--- src/design/rpt_pkg.sv ---
// shared types, codes and constants for the rssi proximity tracker
package rpt_pkg;

    localparam int KIND_W  = 2;
    localparam int TIME_W  = 32;
    localparam int ADDR_W  = 48;
    localparam int LVL_W   = 8;
    localparam int STATE_W = 3;
    localparam int MS_W    = 22;
    localparam int CFG_IW  = 3;
    localparam int CFG_DW  = 22;

    localparam int DEF_WINDOW = 8;

    localparam logic [KIND_W-1:0] KIND_ADVERT = 2'd0;
    localparam logic [KIND_W-1:0] KIND_TICK   = 2'd1;
    localparam logic [KIND_W-1:0] KIND_PAIR   = 2'd2;
    localparam logic [KIND_W-1:0] KIND_FORGET = 2'd3;

    localparam logic [STATE_W-1:0] ST_UNPAIRED = 3'd0;
    localparam logic [STATE_W-1:0] ST_OUT      = 3'd1;
    localparam logic [STATE_W-1:0] ST_APPROACH = 3'd2;
    localparam logic [STATE_W-1:0] ST_NEAR     = 3'd3;
    localparam logic [STATE_W-1:0] ST_LEAVING  = 3'd4;

    localparam logic [CFG_IW-1:0] CFG_ENTER_THR   = 3'd0;
    localparam logic [CFG_IW-1:0] CFG_RELEASE_THR = 3'd1;
    localparam logic [CFG_IW-1:0] CFG_DWELL       = 3'd2;
    localparam logic [CFG_IW-1:0] CFG_RELEASE     = 3'd3;
    localparam logic [CFG_IW-1:0] CFG_SAMPLE_STL  = 3'd4;
    localparam logic [CFG_IW-1:0] CFG_ABS_STL     = 3'd5;
    localparam logic [CFG_IW-1:0] CFG_NEAR_STL    = 3'd6;

    localparam logic signed [LVL_W-1:0] NO_LEVEL = -8'sd127;

    localparam logic signed [LVL_W-1:0] RST_ENTER_THR   = -8'sd65;
    localparam logic signed [LVL_W-1:0] RST_RELEASE_THR = -8'sd80;
    localparam logic [MS_W-1:0] RST_DWELL      = 22'd3000;
    localparam logic [MS_W-1:0] RST_RELEASE    = 22'd10000;
    localparam logic [MS_W-1:0] RST_SAMPLE_STL = 22'd3000;
    localparam logic [MS_W-1:0] RST_ABS_STL    = 22'd15000;
    localparam logic [MS_W-1:0] RST_NEAR_STL   = 22'd30000;

    typedef struct packed {
        logic capture;
        logic prep;
        logic sum_start;
        logic sum_step;
        logic div_start;
        logic div_step;
        logic commit;
    } t_dp_cmd;

    typedef struct packed {
        logic is_tick;
        logic paired;
        logic fresh;
        logic ring_empty;
        logic sum_done;
        logic div_done;
    } t_dp_sts;

endpackage

--- src/design/rpt_ctrl.sv ---
// sequencing state machine and result valid flag
module rpt_ctrl (
    input  logic             i_clk,
    input  logic             i_rst_n,
    input  logic             i_in_valid,
    output logic             o_in_stall,
    output logic             o_out_valid,
    input  logic             i_out_stall,
    output rpt_pkg::t_dp_cmd o_cmd,
    input  rpt_pkg::t_dp_sts i_sts
);
    import rpt_pkg::*;

    localparam logic [2:0] S_IDLE  = 3'd0;
    localparam logic [2:0] S_PREP  = 3'd1;
    localparam logic [2:0] S_CHECK = 3'd2;
    localparam logic [2:0] S_SUM   = 3'd3;
    localparam logic [2:0] S_DIV   = 3'd4;
    localparam logic [2:0] S_FIN   = 3'd5;

    logic [2:0] r_fsm;
    logic [2:0] n_fsm;
    logic       r_out_valid;
    logic       n_out_valid;
    logic       out_free;

    assign out_free = !r_out_valid || !i_out_stall;

    always_comb begin
        n_fsm = r_fsm;
        o_cmd = '0;
        unique case (r_fsm)
            S_IDLE: begin
                if (i_in_valid) begin
                    o_cmd.capture = 1'b1;
                    n_fsm = S_PREP;
                end
            end
            S_PREP: begin
                o_cmd.prep = 1'b1;
                n_fsm = (i_sts.is_tick && i_sts.paired) ? S_CHECK : S_FIN;
            end
            S_CHECK: begin
                if (i_sts.fresh && !i_sts.ring_empty) begin
                    o_cmd.sum_start = 1'b1;
                    n_fsm = S_SUM;
                end else begin
                    n_fsm = S_FIN;
                end
            end
            S_SUM: begin
                if (i_sts.sum_done) begin
                    o_cmd.div_start = 1'b1;
                    n_fsm = S_DIV;
                end else begin
                    o_cmd.sum_step = 1'b1;
                end
            end
            S_DIV: begin
                if (i_sts.div_done) begin
                    n_fsm = S_FIN;
                end else begin
                    o_cmd.div_step = 1'b1;
                end
            end
            S_FIN: begin
                if (out_free) begin
                    o_cmd.commit = 1'b1;
                    n_fsm = S_IDLE;
                end
            end
            default: n_fsm = S_IDLE;
        endcase
    end

    always_comb begin
        if (o_cmd.commit) begin
            n_out_valid = 1'b1;
        end else if (!i_out_stall) begin
            n_out_valid = 1'b0;
        end else begin
            n_out_valid = r_out_valid;
        end
    end

    always_ff @(posedge i_clk) begin
        if (!i_rst_n) begin
            r_fsm       <= S_IDLE;
            r_out_valid <= 1'b0;
        end else begin
            r_fsm       <= n_fsm;
            r_out_valid <= n_out_valid;
        end
    end

    assign o_in_stall  = (r_fsm != S_IDLE);
    assign o_out_valid = r_out_valid;

endmodule

--- src/design/rpt_datapath.sv ---
// tracker state, sample ring, mean accumulator and divider, proximity decision
module rpt_datapath #(
    parameter int WINDOW = rpt_pkg::DEF_WINDOW
) (
    input  logic                              i_clk,
    input  logic                              i_rst_n,
    input  rpt_pkg::t_dp_cmd                  i_cmd,
    output rpt_pkg::t_dp_sts                  o_sts,
    input  logic                              i_cfg_we,
    input  logic [rpt_pkg::CFG_IW-1:0]        i_cfg_index,
    input  logic [rpt_pkg::CFG_DW-1:0]        i_cfg_data,
    input  logic [rpt_pkg::KIND_W-1:0]        i_kind,
    input  logic [rpt_pkg::TIME_W-1:0]        i_now_ms,
    input  logic [rpt_pkg::ADDR_W-1:0]        i_address,
    input  logic signed [rpt_pkg::LVL_W-1:0]  i_rssi,
    output logic [rpt_pkg::STATE_W-1:0]       o_prox_state,
    output logic signed [rpt_pkg::LVL_W-1:0]  o_smoothed_level,
    output logic                              o_state_changed,
    output logic                              o_sample_taken
);
    import rpt_pkg::*;

    localparam int CW  = $clog2(WINDOW + 1);
    localparam int PW  = (WINDOW > 1) ? $clog2(WINDOW) : 1;
    localparam int SW  = CW + LVL_W;
    localparam int MW  = SW;
    localparam int DCW = $clog2(MW + 1);

    // configuration
    logic signed [LVL_W-1:0] r_enter_thr;
    logic signed [LVL_W-1:0] r_release_thr;
    logic [MS_W-1:0]         r_dwell;
    logic [MS_W-1:0]         r_release;
    logic [MS_W-1:0]         r_sample_stl;
    logic [MS_W-1:0]         r_abs_stl;
    logic [MS_W-1:0]         r_near_stl;

    // tracker state
    logic [STATE_W-1:0]      r_state, n_state;
    logic                    r_paired, n_paired;
    logic [ADDR_W-1:0]       r_peer, n_peer;
    logic [CW-1:0]           r_count, n_count;
    logic [PW-1:0]           r_wpos, n_wpos;
    logic [TIME_W-1:0]       r_last_time, n_last_time;
    logic [TIME_W-1:0]       r_entry_time, n_entry_time;
    logic signed [LVL_W-1:0] r_smooth, n_smooth;

    // captured request
    logic [KIND_W-1:0]       r_kind;
    logic [TIME_W-1:0]       r_now;
    logic [ADDR_W-1:0]       r_addr;
    logic signed [LVL_W-1:0] r_rssi;
    logic [TIME_W-1:0]       r_age;
    logic [TIME_W-1:0]       r_elapsed;

    // ring, accumulator, divider
    logic signed [LVL_W-1:0] r_ring [WINDOW];
    logic signed [LVL_W-1:0] r_rd_data;
    logic [CW-1:0]           r_idx;
    logic                    r_pend;
    logic signed [SW-1:0]    r_acc;
    logic [MW-1:0]           r_div;
    logic [CW-1:0]           r_rem;
    logic [DCW-1:0]          r_dcnt;

    logic                    issue;
    logic [CW:0]             shifted;
    logic                    qbit;
    logic                    fresh;
    logic                    take;
    logic                    changed;
    logic signed [LVL_W-1:0] mean;
    logic signed [LVL_W-1:0] tick_level;
    logic                    lvl_near;
    logic                    lvl_gone;
    logic                    age_abs;
    logic                    age_near;
    logic                    dwell_done;
    logic                    release_done;
    logic [STATE_W-1:0]      tgt;

    always_ff @(posedge i_clk) begin
        if (!i_rst_n) begin
            r_enter_thr   <= RST_ENTER_THR;
            r_release_thr <= RST_RELEASE_THR;
            r_dwell       <= RST_DWELL;
            r_release     <= RST_RELEASE;
            r_sample_stl  <= RST_SAMPLE_STL;
            r_abs_stl     <= RST_ABS_STL;
            r_near_stl    <= RST_NEAR_STL;
        end else if (i_cfg_we) begin
            unique case (i_cfg_index)
                CFG_ENTER_THR:   r_enter_thr   <= i_cfg_data[LVL_W-1:0];
                CFG_RELEASE_THR: r_release_thr <= i_cfg_data[LVL_W-1:0];
                CFG_DWELL:       r_dwell       <= i_cfg_data[MS_W-1:0];
                CFG_RELEASE:     r_release     <= i_cfg_data[MS_W-1:0];
                CFG_SAMPLE_STL:  r_sample_stl  <= i_cfg_data[MS_W-1:0];
                CFG_ABS_STL:     r_abs_stl     <= i_cfg_data[MS_W-1:0];
                CFG_NEAR_STL:    r_near_stl    <= i_cfg_data[MS_W-1:0];
                default: ;
            endcase
        end
    end

    always_ff @(posedge i_clk) begin
        if (i_cmd.capture) begin
            r_kind <= i_kind;
            r_now  <= i_now_ms;
            r_addr <= i_address;
            r_rssi <= i_rssi;
        end
        if (i_cmd.prep) begin
            r_age     <= r_now - r_last_time;
            r_elapsed <= r_now - r_entry_time;
        end
    end

    // mean: sequential sum over the ring, then restoring division of the magnitude
    assign issue   = (r_idx < r_count);
    assign shifted = {r_rem, r_div[MW-1]};
    assign qbit    = (shifted >= {1'b0, r_count});

    always_ff @(posedge i_clk) begin
        if (i_cmd.commit && take) begin
            r_ring[r_wpos] <= r_rssi;
        end
        if (i_cmd.sum_step && issue) begin
            r_rd_data <= r_ring[r_idx[PW-1:0]];
        end
    end

    always_ff @(posedge i_clk) begin
        if (!i_rst_n) begin
            r_pend <= 1'b0;
        end else if (i_cmd.sum_start) begin
            r_pend <= 1'b0;
        end else if (i_cmd.sum_step) begin
            r_pend <= issue;
        end
    end

    always_ff @(posedge i_clk) begin
        if (i_cmd.sum_start) begin
            r_idx <= '0;
            r_acc <= '0;
        end else if (i_cmd.sum_step) begin
            if (issue) begin
                r_idx <= r_idx + CW'(1);
            end
            if (r_pend) begin
                r_acc <= r_acc + SW'(r_rd_data);
            end
        end
        if (i_cmd.div_start) begin
            r_div  <= MW'(~r_acc + SW'(1));
            r_rem  <= '0;
            r_dcnt <= '0;
        end else if (i_cmd.div_step) begin
            r_rem  <= qbit ? CW'(shifted - {1'b0, r_count}) : shifted[CW-1:0];
            r_div  <= {r_div[MW-2:0], qbit};
            r_dcnt <= r_dcnt + DCW'(1);
        end
    end

    assign mean       = LVL_W'(~r_div[LVL_W-1:0] + LVL_W'(1));
    assign fresh      = (r_age <= TIME_W'(r_sample_stl));
    assign tick_level = (fresh && (r_count != '0)) ? mean : NO_LEVEL;
    assign lvl_near   = (tick_level >= r_enter_thr);
    assign lvl_gone   = (tick_level < r_release_thr);
    assign age_abs    = (r_age > TIME_W'(r_abs_stl));
    assign age_near   = (r_age > TIME_W'(r_near_stl));
    assign dwell_done   = (r_elapsed >= TIME_W'(r_dwell));
    assign release_done = (r_elapsed >= TIME_W'(r_release));
    assign take = (r_kind == KIND_ADVERT) && r_paired && (r_addr == r_peer) && r_rssi[LVL_W-1];

    always_comb begin
        n_state      = r_state;
        n_paired     = r_paired;
        n_peer       = r_peer;
        n_count      = r_count;
        n_wpos       = r_wpos;
        n_last_time  = r_last_time;
        n_entry_time = r_entry_time;
        n_smooth     = r_smooth;
        tgt          = r_state;
        changed      = 1'b0;
        unique case (r_kind)
            KIND_ADVERT: begin
                if (take) begin
                    n_wpos = (r_wpos == PW'(WINDOW - 1)) ? '0 : r_wpos + PW'(1);
                    if (r_count != CW'(WINDOW)) begin
                        n_count = r_count + CW'(1);
                    end
                    n_last_time = r_now;
                end
            end
            KIND_TICK: begin
                if (!r_paired) begin
                    tgt = ST_UNPAIRED;
                end else begin
                    n_smooth = tick_level;
                    if (!fresh) begin
                        n_count = '0;
                        n_wpos  = '0;
                    end
                    unique case (r_state)
                        ST_UNPAIRED: tgt = ST_OUT;
                        ST_OUT: begin
                            if (fresh && lvl_near) begin
                                tgt = ST_APPROACH;
                            end
                        end
                        ST_APPROACH: begin
                            priority if (age_abs) begin
                                tgt = ST_OUT;
                            end else if (fresh && lvl_gone) begin
                                tgt = ST_OUT;
                            end else if (fresh && lvl_near && dwell_done) begin
                                tgt = ST_NEAR;
                            end
                        end
                        ST_NEAR: begin
                            if (age_near || (fresh && lvl_gone)) begin
                                tgt = ST_LEAVING;
                            end
                        end
                        ST_LEAVING: begin
                            priority if (fresh && lvl_near) begin
                                tgt = ST_NEAR;
                            end else if (release_done) begin
                                tgt = ST_OUT;
                            end
                        end
                        default: tgt = ST_UNPAIRED;
                    endcase
                end
                if (tgt != r_state) begin
                    n_state      = tgt;
                    n_entry_time = r_now;
                    changed      = 1'b1;
                end
            end
            KIND_PAIR: begin
                n_peer   = r_addr;
                n_paired = 1'b1;
                n_count  = '0;
                n_wpos   = '0;
            end
            KIND_FORGET: begin
                n_paired = 1'b0;
                n_count  = '0;
                n_wpos   = '0;
                n_state  = ST_UNPAIRED;
            end
        endcase
    end

    always_ff @(posedge i_clk) begin
        if (!i_rst_n) begin
            r_state      <= ST_UNPAIRED;
            r_paired     <= 1'b0;
            r_peer       <= '0;
            r_count      <= '0;
            r_wpos       <= '0;
            r_last_time  <= '0;
            r_entry_time <= '0;
            r_smooth     <= NO_LEVEL;
        end else if (i_cmd.commit) begin
            r_state      <= n_state;
            r_paired     <= n_paired;
            r_peer       <= n_peer;
            r_count      <= n_count;
            r_wpos       <= n_wpos;
            r_last_time  <= n_last_time;
            r_entry_time <= n_entry_time;
            r_smooth     <= n_smooth;
        end
    end

    always_ff @(posedge i_clk) begin
        if (i_cmd.commit) begin
            o_prox_state     <= n_state;
            o_smoothed_level <= n_smooth;
            o_state_changed  <= changed;
            o_sample_taken   <= take;
        end
    end

    assign o_sts.is_tick    = (r_kind == KIND_TICK);
    assign o_sts.paired     = r_paired;
    assign o_sts.fresh      = fresh;
    assign o_sts.ring_empty = (r_count == '0);
    assign o_sts.sum_done   = (r_idx == r_count) && !r_pend;
    assign o_sts.div_done   = (r_dcnt == DCW'(MW));

endmodule

--- src/design/rssi_proximity_tracker_top.sv ---
// top level of the rssi proximity tracker
// Follows one paired peer: adverts from the peer with negative rssi fill a ring
// of WINDOW samples, ticks recompute the smoothed level (ring mean truncated
// toward zero, or -127 when stale or empty) and step the five-state proximity
// machine, pair and forget set or clear the peer. Every request gives exactly
// one result. Adverts, pair, forget and ticks while unpaired go through the
// capture, prep and finish steps; a paired tick adds a check step, plus the
// sequential sum over the n stored samples (one ring read per cycle) and the
// one-bit-per-cycle divider when the ring is fresh and not empty. The finish
// step waits while the output is held off. One request is in work at a time
// and the next is accepted the cycle after a result is registered; the result
// register lets it be accepted while a result still waits to be taken.
module rssi_proximity_tracker_top #(
    parameter int WINDOW = rpt_pkg::DEF_WINDOW
) (
    input  logic                              i_clk,
    input  logic                              i_rst_n,
    input  logic                              i_in_valid,
    output logic                              o_in_stall,
    input  logic [rpt_pkg::KIND_W-1:0]        i_kind,
    input  logic [rpt_pkg::TIME_W-1:0]        i_now_ms,
    input  logic [rpt_pkg::ADDR_W-1:0]        i_address,
    input  logic signed [rpt_pkg::LVL_W-1:0]  i_rssi,
    output logic                              o_out_valid,
    input  logic                              i_out_stall,
    output logic [rpt_pkg::STATE_W-1:0]       o_prox_state,
    output logic signed [rpt_pkg::LVL_W-1:0]  o_smoothed_level,
    output logic                              o_state_changed,
    output logic                              o_sample_taken,
    input  logic                              i_cfg_we,
    input  logic [rpt_pkg::CFG_IW-1:0]        i_cfg_index,
    input  logic [rpt_pkg::CFG_DW-1:0]        i_cfg_data
);
    import rpt_pkg::*;

    t_dp_cmd cmd;
    t_dp_sts sts;

    rpt_ctrl u_ctrl (
        .i_clk       (i_clk),
        .i_rst_n     (i_rst_n),
        .i_in_valid  (i_in_valid),
        .o_in_stall  (o_in_stall),
        .o_out_valid (o_out_valid),
        .i_out_stall (i_out_stall),
        .o_cmd       (cmd),
        .i_sts       (sts)
    );

    rpt_datapath #(
        .WINDOW (WINDOW)
    ) u_datapath (
        .i_clk            (i_clk),
        .i_rst_n          (i_rst_n),
        .i_cmd            (cmd),
        .o_sts            (sts),
        .i_cfg_we         (i_cfg_we),
        .i_cfg_index      (i_cfg_index),
        .i_cfg_data       (i_cfg_data),
        .i_kind           (i_kind),
        .i_now_ms         (i_now_ms),
        .i_address        (i_address),
        .i_rssi           (i_rssi),
        .o_prox_state     (o_prox_state),
        .o_smoothed_level (o_smoothed_level),
        .o_state_changed  (o_state_changed),
        .o_sample_taken   (o_sample_taken)
    );

endmodule

--- config.mk ---
export PLATFORM = sky130hd
export DESIGN_NAME = rssi_proximity_tracker_top
export DESIGN_NICKNAME = d
export VERILOG_FILES = /design/src/design/rpt_pkg.sv /design/src/design/rpt_ctrl.sv /design/src/design/rpt_datapath.sv /design/src/design/rssi_proximity_tracker_top.sv
export SDC_FILE = /design/constraint.sdc
export NUM_CORES = 1
export LEC_CHECK = 0
export BUFFER_PORTS_ARGS = -buffer_cell sky130_fd_sc_hd__buf_2
export CORE_MARGIN = 4
export CORE_UTILIZATION = 62
export CTS_CLUSTER_SIZE = 28
export DETAILED_ROUTE_END_ITERATION = 8
export HOLD_SLACK_MARGIN = 0.08
export PLACE_DENSITY = 0.86
export SYNTH_ARGS = -nofsm -noshare
export SYNTH_HDL_FRONTEND = slang
export SYNTH_SLANG_ARGS = --single-unit
--- constraint.sdc ---
create_clock -name i_clk -period 7.6 [get_ports i_clk]
set_clock_uncertainty 0.1 [all_clocks]
set_input_delay 0.76 -clock i_clk [delete_from_list [all_inputs] [get_ports i_clk]]
set_output_delay 0.76 -clock i_clk [all_outputs]
set_load 0.01 [all_outputs]
# Yosys cells after proc, flatten, opt, wreduce, memory -nomap -nowiden
# Memories as Yosys holds them, arrays and structs flattened. A register that Yosys moved wholly into a read port is not among the register bits.
# Cells that the tools add are included.
# word_totals
input_bits,120
out_inout_bits,15
ram_bits,64
rom_bits,0
wordCells,187
register_bits,465
latchBits,0
n_memories,1
# memory_table
memory,depth,word_bits,rd,rd_ports_with_merged_regs,wr,line,rtl
u_datapath.r_ring,8,8,1,1,1,rpt_datapath.sv:57,logic signed [LVL_W-1:0] r_ring [WINDOW];
# op_classes
reduce_logical,45
n_addsub,10
eq_ne,33
multipliers,0
muxes,53
order_cmp,9
div_mod_pow,0
bitwise_logic,3
shifts,0
# op_table
operator,count
greater-or-equal comparator 32 x 22 -> 1 bit,2
> comparator 32 x 22 -> 1 bit,2
subtractor 32 bit,2
2-to-1 mux 3 bit,20
== test 48 bit,1
<= comparator 32 x 22 -> 1 bit,1
2-to-1 mux 12 bit,2
2-to-1 mux 8 bit,3
AND reduction 2 bit,11
"== test 3 bit, second input constant",7
2-to-1 mux 4 bit,5
"== test 3 x 2 -> 1 bit, second input constant",6
case mux 3 bit (6 select lines),1
2-to-1 mux 1 bit,16
case mux 3 bit (5 select lines),1
"adder 12 x 2 -> 12 bit, second input constant",1
adder 12 x 8 -> 12 bit,1
"adder 4 x 1 -> 4 bit, second input constant",3
logical AND 1 bit,12
NOT 12 bit,1
case mux 4 bit (3 select lines),1
"!= test 2 bit, second input constant",5
"== test 3 x 1 -> 1 bit, second input constant",3
logical NOT 3 bit,3
31 further kinds,43

# Depth between registers and ports, before layout
# Gate-level depths: netlist (run 1).
# depth
depth_word,15
depth_mapped,20
ltp_nobuf,19

# By module
# From an unflattened synthesis (run 1), not the netlist that was laid out.
# hier_totals
cells_unflattened,2707
hier_area_um2,26825.7
# by_module_without_submodules
module,cells_each,n_inst,area_each_um2
rpt_datapath,2664,1,26426.6
rpt_ctrl,43,1,399.1

# Least setup slack after synthesis (run 1)
# No wires, ideal clock.
# synth_timing
path_type,reg2reg
from,reg u_ctrl.r_fsm[0]
to,"reg u_datapath.r_age[0], enable pin"
path_slack_ns,2.050
setup_ns,0.565
path_buffers,0
synth_period_minus_slack_ns,5.550
arrival_time_ns,4.885
stages_incl_launch_ff,3
cell_sequence,dfxtp_1 -> inv_1 -> nor3_1
# synth_via
elab_chain_len,2
# synth_rtl
item,line,rtl
start: declaration,rpt_ctrl.sv:21,logic [2:0] r_fsm;
start signal: assignment,rpt_ctrl.sv:91,r_fsm <= n_fsm;
== test 3 x 1 -> 1 bit,rpt_ctrl.sv:32,unique case (r_fsm)
2-to-1 mux 1 bit,rpt_ctrl.sv:32,
end signal: assignment,rpt_datapath.sv:113,r_age <= r_now - r_last_time;
end: declaration,rpt_datapath.sv:53,logic [TIME_W-1:0] r_age;
# Every way passes these cells.
# A chain may end at the register's enable or synchronous reset.

# Worst setup path after layout (run 1)
# layout_timing
from,reg u_datapath.r_age[31]
to,reg u_datapath.r_entry_time[10]
# layout_via
elab_chain_len,14
# layout_rtl
item,line,rtl
<= comparator 32 x 22 -> 1 bit,rpt_datapath.sv:166,assign fresh = (r_age <= TIME_W'(r_sample_stl));
logical AND 1 bit,rpt_datapath.sv:167,assign tick_level = (fresh && (r_count != '0)) ? mean : NO_LEVEL;
2-to-1 mux 8 bit,rpt_datapath.sv:167,
greater-or-equal comparator 8 bit,rpt_datapath.sv:168,assign lvl_near = (tick_level >= r_enter_thr);
logical AND 1 bit,"rpt_datapath.sv:209, rpt_datapath.sv:218, rpt_datapath.sv:228",
logical AND 1 bit,rpt_datapath.sv:218,end else if (fresh && lvl_near && dwell_done) begin
2-to-1 mux 3 bit,rpt_datapath.sv:218,
2-to-1 mux 3 bit,rpt_datapath.sv:216,end else if (fresh && lvl_gone) begin
2-to-1 mux 3 bit,rpt_datapath.sv:214,priority if (age_abs) begin
case mux 3 bit (5 select lines) (*),rpt_datapath.sv:206,unique case (r_state)
2-to-1 mux 3 bit (*),rpt_datapath.sv:198,if (!r_paired) begin
2-to-1 mux 3 bit (*),rpt_datapath.sv:187,unique case (r_kind)
!= test 3 bit (*),rpt_datapath.sv:237,if (tgt != r_state) begin
AND reduction 3 bit (no source line) (*),--,
end signal: assignment,rpt_datapath.sv:275,r_entry_time <= n_entry_time;
end: declaration,rpt_datapath.sv:45,"logic [TIME_W-1:0] r_entry_time, n_entry_time;"
# Every way passes the cells marked *; elsewhere a longest branch is shown, timed or not. The select of a mux whose other input is x is not followed.

==> impl_metrics.ini, run 1 <==
[min_path]
min_path_cells = 1
hold_start = i_address[6]
min_path_type = input pin to flip-flop
min_to = u_datapath.r_addr[6]$_DFFE_PP_

[finish]
drive_gt1_share_pct = 9.98
syn2layout_area_growth_pct = 11.2
design_area_um2 = 30600
nets = 3269
fin_util_pct = 70.5
final_cells = 3567

[clock_network]
h-tree-depth = 2
clockBufferDepth = 3
cts_num_sinks = 537
post_cts_buffers = 0
clk_pin_slew_ns = 0.07
ctsHoldBuffers = 0
insertion_delay_ns = 0.63
cts_root_buf = clkbuf_16
cts_tree = yes
cts_made_buffers = 55
cts_resized = 0

[floorplanning]
core_um2 = 43500
io_pins = 135
die_w_um = 219
die-height_um = 219
start_util_pct = 63.4
dieArea_um2 = 47800
placementRows = 76

[critical_path]
reg2reg_setup_slack_ns = 1.39
crit_slowest_cell = a311oi_4
cpLargestDelayFamily = compound AO/OA/AOI/OAI gates
path_buf_inv = 2
arrival_ns = 6.65
cp_max_fo = 24
critPathKind = flip-flop to flip-flop
r2r-start = u_datapath.r_age[31]$_DFFE_PN_
path_cells = nor4_1, and3_1, o211ai_1, a2111oi_4, nor2_1, nor2_1, nand3b_1, inv_1, ha_1, nand4_1, nor2_1, a2111oi_0, a31oi_1, o22ai_2, o311ai_2, a311oi_4, buf_12, mux2i_1
required_ns = 8.04
timing.rr.end = u_datapath.r_entry_time[10]$_SDFFE_PN0P_
max_stage_delay_ns = 0.92
worst_path_most_repeated_cell = nor2_1
cp-end-kind = flip-flop
r2r_cells = 18
critPathLaunchType = flip-flop

[timing]
fin_crit_sh_pct = 81.8
rsz0062_at_grt = false
fmax_ghz = 0.161
fin_crit_ns = 6.21
worst_pin_slew_ns = 1.38
hold_violations = 0
relSlewSlack_pct = 7.98
setup_viol = 0
maxSlewViolCount = 0
fin_setup_tns_ns = 0
whs_ns = 0.204

[power_and_ir_drop]
p_sw_w = 0.00217
p_leak_nw = 11.5
p_seq_share_pct = 46.5
vdd_ir_drop_max_mv = 0.241
intPower_w = 0.00551
power_density_nw_per_um2 = 251
power.share.clock_pct = 36.0
swShare_pct = 28.2
power_frac_comb_pct = 17.5

[grt]
grt_pass1_wl_um = 106000
grt-ovfl-total = 0
grt_max_degree = 117
grt_use_total_pct = 27.5
antenna_found_initial = 9
grt_pass1_vias = 20600

[route]
vias = 20900
drc_errors = 0
wire_per_inst_um = 18.6
via_per_inst = 5.86
drtIter0Drc = 1914
firstDrtPassIters = 6
routed_wl_um = 66200
ant_nets = 0

[place]
place_congestion = 0.931
dp.cells = 3458
place.port_buffers = 134
dpl.hpwl_um = 46900
place_area_um2 = 28700

[synthesis]
synthDistinctLibCells = 79
yosys-top-cells-count = nand2_1, dfxtp_1, edfxtp_1
syn-instance-count = 2818
synth_nets = 3157
yosys_warnings = 0
synth.most_common_cell = nand2_1
async_reset_ff_share_pct = 0
synth_area_per_cell_um2 = 9.77
syn_area_um2 = 27500
synth_top_area_share_pct = 27.4
synth_edf_count = 251
synthFlopType = dfxtp_1
yosys-top-cells-area = edfxtp_1, dfxtp_1, ha_1
ys_ff_latch = 537
ys_seq_area_share_pct = 48.2
synth_area_leader_cell = edfxtp_1

[job]
drv_cap = 0

[status]
status = finished clean
per-layer routing:
layer | up-vias | GRT usage [%] | share of wire, %
li1 | 10100 | - | -
met1 | 9951 | 36.2 | 42
met2 | 742 | 47.0 | 49
met3 | 118 | 4.45 | 7.0
met4 | 4 | 8.17 | 2.5
met5 | - | 0 | 0.041
layout make-up:
class,count,area (um2)
antenna,5,12.5
clock buffer,87,1680
clock inverter,17,194
fill,3081,12800
inverter,246,923
multi-input combinational,1937,13000
sequential,537,13300
tap,585,732
timing repair buffer,153,832
flip-flops by register name (all words and copies together) (netlist names), 12 cells and up:
signal,cells
u_datapath.r_last_time,32
u_datapath.r_div,12
u_datapath.r_abs_stl,22
u_datapath.r_acc,12
u_datapath.r_now,32
u_datapath.r_dwell,22
u_datapath.r_release,22
u_datapath.r_elapsed,32
u_datapath.r_sample_stl,22
u_datapath.r_addr,48
u_datapath.r_age,32
u_datapath.r_peer,48
u_datapath.r_ring,64
u_datapath.r_entry_time,32
u_datapath.r_near_stl,22
power by group through the flow:
stage	logic (W)	registers, W	clock network [W]
floorplan	0.000939	0.00357	0
global placement	0.00125	0.00360	0
detailed placement	0.00131	0.00362	0
CTS	0.00133	0.00356	0.00280
global route	0.00150	0.00359	0.00291
finish	0.00134	0.00357	0.00276
layout by cell type (no fill, tap or decap), types with 17 or more instances in the layout:
cell type	Yosys	routed
buf_2	6	133
nand3_1	48	47
and2_1	22	22
clkbuf_16	0	58
nand2_1	550	550
clkbuf_1	82	17
o211ai_1	51	51
nand2b_1	17	17
nor2b_1	32	32
o21a_1	21	21
xnor2_1	71	71
a21oi_1	112	112
nor3_1	37	35
buf_4	0	18
inv_1	245	245
o21ai_0	89	89
mux2i_1	38	38
a21boi_0	170	170
edfxtp_1	251	251
dfxtp_1	286	286
a21o_1	28	28
nor2_1	123	118
ha_1	215	215
nand4_1	31	31
xor2_1	54	54
nor4_1	25	25
how the worst max path moves through the flow:
stage	start	to	slack [ns]	depth (start not counted)
CTS	u_datapath.r_age[31]$_DFFE_PN_	u_datapath.r_entry_time[28]$_SDFFE_PN0P_	1.51	18
floorplan	u_ctrl.r_fsm[0]$_SDFFE_PN0P_	u_datapath.r_age[0]$_DFFE_PN_	2.05	2
global placement	u_datapath.r_age[14]$_DFFE_PN_	u_datapath.r_entry_time[9]$_SDFFE_PN0P_	1.77	18
global route	u_datapath.r_age[31]$_DFFE_PN_	u_datapath.r_entry_time[22]$_SDFFE_PN0P_	1.12	18
finish	u_datapath.r_age[31]$_DFFE_PN_	u_datapath.r_entry_time[10]$_SDFFE_PN0P_	1.39	18
detailed placement	u_datapath.r_age[31]$_DFFE_PN_	u_datapath.r_entry_time[28]$_SDFFE_PN0P_	1.58	18
kinds of logic (layout without fill, tap and decap cells):
kind of cell	Yosys count	count (layout)	share of synthesized area (%)
buffers and inverters	344	503	4.80
adder cells (fa/ha/maj)	219	219	10.1
AO/OA/AOI/OAI	572	572	14.3
XOR/XNOR	125	125	3.98
AND/OR/NAND/NOR	953	953	15.4
other	0	5	0
multiplexers	68	68	3.30
flip-flops	537	537	48.2
metrics by stage:
step / power [W] / setup WS, ns
after CTS: 0.00769 / 1.51
after detailed placement: 0.00493 / 1.58
after global placement: 0.00485 / 1.77
after floorplan: 0.00451 / 2.05
after global routing: 0.00801 / 1.12
final: 0.00768 / 1.39
worst register-to-register path: cells and delay by family, from the launching register on:
family	cells	cell delay, ns
buffers and inverters	2	0.43
AOI/OAI and AO/OA	7	2.90
adders and majority gates	1	0.25
DFF	1	0.38
muxes	1	0.25
and+or+nand+nor	7	1.83
Note: power is estimated with default switching activity, not from simulation.
==> inputs of run 2 (changes only) <==
==> constraint.sdc (replaced) <==
create_clock -name i_clk -period 5.8 [get_ports i_clk]
set_clock_uncertainty 0.1 [all_clocks]
set_input_delay 0.58 -clock i_clk [delete_from_list [all_inputs] [get_ports i_clk]]
set_output_delay 0.58 -clock i_clk [all_outputs]
set_load 0.01 [all_outputs]
==> run 2 against run 1 <==
  * Non-clock buffer count rose by 95
  * Final cell count rose by 2.5%
  * Flip-flop and latch count did not move
  * Fmax rose by 14%
  * Largest cell class unchanged
==> impl_metrics.ini, run 2 (synthesis gave the netlist of run 1 again) <==
[critical_path]
cp_max_fo = 23
required_ns = 6.22
cp-end-kind = flip-flop
timing.rr.end = u_datapath.r_entry_time[30]$_SDFFE_PN0P_
critPathLaunchType = flip-flop
arrival_ns = 5.89
r2r-start = u_datapath.r_age[14]$_DFFE_PN_
r2r_cells = 18
critPathKind = flip-flop to flip-flop
reg2reg_setup_slack_ns = 0.34

[min_path]
min_to = u_ctrl.o_out_valid$_SDFFE_PN0P_
hold_start = i_out_stall
min_path_type = input pin to flip-flop
min_path_cells = 3

[finish]
top_register = u_datapath.r_ring
mostFrequentLayoutCell = nand2_1
layout_common_cells = nand2_1, dfxtp_1, edfxtp_1, inv_1, ha_1
syn2layout_area_growth_pct = 14.7
nets = 3364
final_cells = 3657
largest_reg_flops = 64
drive_gt1_share_pct = 10.0
biggestRegsByFlops = u_datapath.r_ring (64), u_datapath.r_addr (48), u_datapath.r_peer (48)

[floorplanning]
core_um2 = 43500
placementRows = 76
die_w_um = 219
start_util_pct = 63.4
io_pins = 135
die-height_um = 219
dieArea_um2 = 47800

[timing]
fin_crit_sh_pct = 94.2
hold_violations = 0
rsz0062_at_grt = false
relSlewSlack_pct = 24.6
worst_pin_slew_ns = 1.13
whs_ns = 0.179
fin_setup_tns_ns = 0
setup_viol = 0
fmax_ghz = 0.183
fin_crit_ns = 5.46
maxSlewViolCount = 0

[grt]
grt-ovfl-total = 0
grt_pass1_wl_um = 111000
grt_use_total_pct = 28.9
grt_pass1_vias = 21200
antenna_found_initial = 4
grt_max_degree = 127

[power_and_ir_drop]
swShare_pct = 28.2
power_density_nw_per_um2 = 323
p_seq_share_pct = 45.9
p_leak_nw = 11.9
power_frac_comb_pct = 17.8
intPower_w = 0.00731
power.share.clock_pct = 36.3
p_sw_w = 0.00288
vdd_ir_drop_max_mv = 0.277

[clock_network]
cts_made_buffers = 55
cts_num_sinks = 537
insertion_delay_ns = 0.62
cts_tree = yes
h-tree-depth = 2
clk_pin_slew_ns = 0.06
clockBufferDepth = 3
cts_root_buf = clkbuf_16

[route]
vias = 21300
wire_per_inst_um = 19.0
firstDrtPassIters = 6
via_per_inst = 5.83
drc_errors = 0
routed_wl_um = 69300
ant_nets = 0
drtIter0Drc = 1915

[place]
place.port_buffers = 134
dp.cells = 3463
dpl.hpwl_um = 46800
place_congestion = 0.917

[status]
status = finished clean

[job]
drv_cap = 0
[run 2: cell types whose count changed in the layout (fill, tap and decap cells not counted), sizes merged, moves of 4 or more]
cell	delta
diode	-4
bufinv	+4
buf	+5
clkinv	+4
dlygate4sd3	+90
clkbuf	-11
[run 2: how the worst max path moves through the flow]
stage                                         from                                  endpoint  slack (ns)  cells after the start
detailed placement  u_datapath.r_age[14]$_DFFE_PN_   u_datapath.r_entry_time[0]$_SDFFE_PN0P_        0.34                     19
finish              u_datapath.r_age[14]$_DFFE_PN_  u_datapath.r_entry_time[30]$_SDFFE_PN0P_        0.34                     18
global placement    u_datapath.r_age[14]$_DFFE_PN_   u_datapath.r_entry_time[0]$_SDFFE_PN0P_        0.45                     19
floorplan             u_ctrl.r_fsm[0]$_SDFFE_PN0P_             u_datapath.r_age[0]$_DFFE_PN_        0.25                      2
global route        u_datapath.r_age[14]$_DFFE_PN_  u_datapath.r_entry_time[30]$_SDFFE_PN0P_       0.002                     18
CTS                 u_datapath.r_age[14]$_DFFE_PN_   u_datapath.r_entry_time[0]$_SDFFE_PN0P_        0.31                     19
[run 2: power groups by stage]
| stage | Combinational [W] | Clock [W] | Sequential (W) |
|---|---|---|---|
| after floorplan | 0.00123 | 0 | 0.00468 |
| after global placement | 0.00166 | 0 | 0.00472 |
| after detailed placement | 0.00172 | 0 | 0.00474 |
| after CTS | 0.00179 | 0.00371 | 0.00467 |
| after global routing | 0.00202 | 0.00391 | 0.00471 |
| final | 0.00181 | 0.00370 | 0.00468 |
[run 2: critical path, cell delays in order, from the launching register on]
cell and delay [ns]:
edfxtp_1 0.43, ha_1 0.35, nand4_1 0.17, or4_1 0.49, or3_4 0.40, mux2i_4 0.23, nor2_1 0.17, nor3_1 0.36
inv_1 0.12, ha_1 0.33, nand4_1 0.10, nor2_1 0.06, a2111oi_0 0.37, a31oi_1 0.26, o22ai_2 0.32, o311ai_2 0.15
a311oi_4 0.39, buf_12 0.28, mux2i_1 0.26
[run 2: through the flow]
stage	area [um2]	util (%)	power (W)	worst slack [ns]
after floorplan	27500	-	0.00591	0.250
after global placement	28800	66.2	0.00639	0.451
after global routing	31600	72.6	0.0106	0.00231
after detailed placement	28800	66.2	0.00647	0.339
after CTS	31600	72.6	0.0102	0.310
final	31600	72.6	0.0102	0.336
[run 2: what timing repair did]
action	in CTS	in global routing
setup buffers	0	0
hold buffers	90	0
hold endpoints to repair	90	0
resized for setup	0	1
setup endpoints to repair	0	28
[run 2: layout make-up]
cell class	count	area [um2]
diodes	1	2.50
clock buffers	76	1550
clock inverters	27	340
fillers	3028	11900
inverters	246	923
multi-input cells	1937	13000
flip-flops and latches	537	13300
well taps	585	732
repair buffers	248	1770
[run 2: per-layer routing]
metal | GRT usage (%) | up-vias | wire length (um)
met3 | 4.46 | 147 | 4570
met4 | 9.16 | 4 | 2160
met2 | 49.5 | 787 | 33800
met1 | 38.0 | 10200 | 28800
met5 | 0 | - | 21
li1 | - | 10200 | -
==> inputs of run 3 (changes only) <==
--- a/config.mk
+++ b/config.mk
@@ -8,10 +8,12 @@
 export BUFFER_PORTS_ARGS = -buffer_cell sky130_fd_sc_hd__buf_2
 export CORE_MARGIN = 4
 export CORE_UTILIZATION = 62
+export CTS_CLUSTER_DIAMETER = 50
 export CTS_CLUSTER_SIZE = 28
 export DETAILED_ROUTE_END_ITERATION = 8
 export HOLD_SLACK_MARGIN = 0.08
 export PLACE_DENSITY = 0.86
+export REMOVE_ABC_BUFFERS = 1
 export SYNTH_ARGS = -nofsm -noshare
 export SYNTH_HDL_FRONTEND = slang
 export SYNTH_SLANG_ARGS = --single-unit
==> run 3 against run 2 <==
  * Final cell count down 0.49%
  * Combinational power about the same
  * Critical path type unchanged
  * Die area unchanged
==> impl_metrics.ini, run 3 (synthesis gave the netlist of run 1 again) <==
[grt]
grt_max_degree = 167
grt-ovfl-total = 0
grt_use_total_pct = 28.7
grt_pass1_wl_um = 111000
grt_pass1_vias = 21400
antenna_found_initial = 3

[clock_network]
clk_pin_slew_ns = 0.08
h-tree-depth = 2
cts_made_buffers = 46
cts_root_buf = clkbuf_16
post_cts_buffers = 0
cts_tree = yes
clockBufferDepth = 3
insertion_delay_ns = 0.60
cts_num_sinks = 537

[power_and_ir_drop]
power_frac_comb_pct = 18.3
power_density_nw_per_um2 = 316
power.share.clock_pct = 34.6
p_seq_share_pct = 47.2
swShare_pct = 30.3
vdd_ir_drop_max_mv = 0.342
p_sw_w = 0.00300
intPower_w = 0.00690
p_leak_nw = 11.8

[finish]
biggestRegsByFlops = u_datapath.r_ring (64), u_datapath.r_addr (48), u_datapath.r_peer (48)
syn2layout_area_growth_pct = 14.0
design_area_um2 = 31400
top_register = u_datapath.r_ring
layout_common_cells = nand2_1, dfxtp_1, edfxtp_1, inv_1, ha_1
mostFrequentLayoutCell = nand2_1
drive_gt1_share_pct = 9.99
largest_reg_flops = 64
nets = 3354

[route]
routed_wl_um = 68700
drtIter0Drc = 1915
firstDrtPassIters = 5
ant_nets = 0
vias = 21300
via_per_inst = 5.86
wire_per_inst_um = 18.9
drc_errors = 0

[place]
dpl.hpwl_um = 46800
place.port_buffers = 134
place_congestion = 0.937
place_area_um2 = 28800

[timing]
maxSlewViolCount = 0
rsz0062_at_grt = false
worst_pin_slew_ns = 1.19
fin_crit_ns = 5.46
fin_crit_sh_pct = 94.2
fin_setup_tns_ns = 0
setup_viol = 0
relSlewSlack_pct = 20.2
fmax_ghz = 0.183
hold_violations = 0

[job]
drv_cap = 0

[floorplanning]
start_util_pct = 63.4
dieArea_um2 = 47800
die_w_um = 219
core_um2 = 43500
io_pins = 135
placementRows = 76
die-height_um = 219

[critical_path]
cp-end-kind = flip-flop
critPathKind = flip-flop to flip-flop
cp_max_fo = 23
arrival_ns = 5.87
required_ns = 6.21
critPathLaunchType = flip-flop

[status]
status = finished clean

[min_path]
min_path_type = input pin to flip-flop
-- run 3: cell types whose count changed in the layout (fill, tap and decap cells not counted), moves of 4 or more --
cell and delta:
clkinv_2 -8, clkbuf_16 -6, inv_6 +5, clkbuf_1 -11
bufinv_16 -5, inv_8 +7, inv_16 +4, clkbuf_8 -7
-- run 3: what timing repair did --
action                     CTS  global route
setup endpoints to repair    0            32
resized for setup            0             3
hold endpoints to repair    88             1
hold buffers                88             1
-- run 3: path summary, 6_finish.rpt --
path | cells after the start | slack [ns] | from | to
worst max-delay path | 19 | 0.34 | u_datapath.r_age[14]$_DFFE_PN_ | u_datapath.r_entry_time[29]$_SDFFE_PN0P_
worst min-delay path | 1 | 0.13 | i_kind[0] | u_datapath.r_kind[0]$_DFFE_PP_
worst max register to register | 19 | 0.34 | u_datapath.r_age[14]$_DFFE_PN_ | u_datapath.r_entry_time[29]$_SDFFE_PN0P_
worst min register to register | 2 | 0.36 | u_datapath.r_entry_time[15]$_SDFFE_PN0P_ | u_datapath.r_entry_time[15]$_SDFFE_PN0P_
-- run 3: area by class of cell --
class | count | area [um2]
Antenna cell | 1 | 2.50
Clock buffer | 53 | 1270
Clock inverter | 33 | 424
Fill cell | 2951 | 12100
Inverter | 246 | 923
Multi-Input combinational cell | 1937 | 13000
Sequential cell | 537 | 13300
Tap cell | 585 | 732
Timing Repair Buffer | 247 | 1770
-- run 3: power by group through the flow --
stage               logic [W]  registers (W)  clock network, W
floorplan             0.00119        0.00469                 0
global placement      0.00164        0.00472                 0
detailed placement    0.00172        0.00474                 0
CTS                   0.00178        0.00466           0.00343
global route          0.00202        0.00470           0.00362
finish                0.00181        0.00467           0.00342
-- run 3: worst max-delay path, stage by stage, from the launching register on --
cell       delay [ns]
edfxtp_1         0.43
ha_1             0.34
nand4_1          0.18
or4_1            0.50
or3_4            0.41
mux2i_4          0.25
nor2_1           0.20
nor2_4           0.22
nand2_1          0.13
inv_1            0.10
ha_1             0.24
a21oi_1          0.15
nor2_1           0.05
a2111oi_0        0.37
a31oi_1          0.25
o22ai_2          0.34
o311ai_2         0.15
a311oi_4         0.39
buf_12           0.25
mux2i_1          0.26
-- run 3: per-stage QoR --
stage	hold WS [ns]	worst slack, ns	instances	utilization (%)	total power, W
after detailed placement	0.350	0.302	3463	66.3	0.00647
after global routing	0.111	0.0321	3638	72.2	0.0103
after global placement	0.342	0.489	3463	66.3	0.00636
after CTS	0.0862	0.174	3637	72.2	0.00988
final	0.129	0.339	3639	72.2	0.00990
after floorplan	0.335	0.174	2720	-	0.00588
-- run 3: routing by layer --
metal,up-vias,part of all wire (%),track usage [%]
met1,10200,41,36.8
li1,10200,-,-
met4,4,3.4,10.0
met3,167,6.2,4.05
met2,767,49,50.1
met5,-,0.049,0
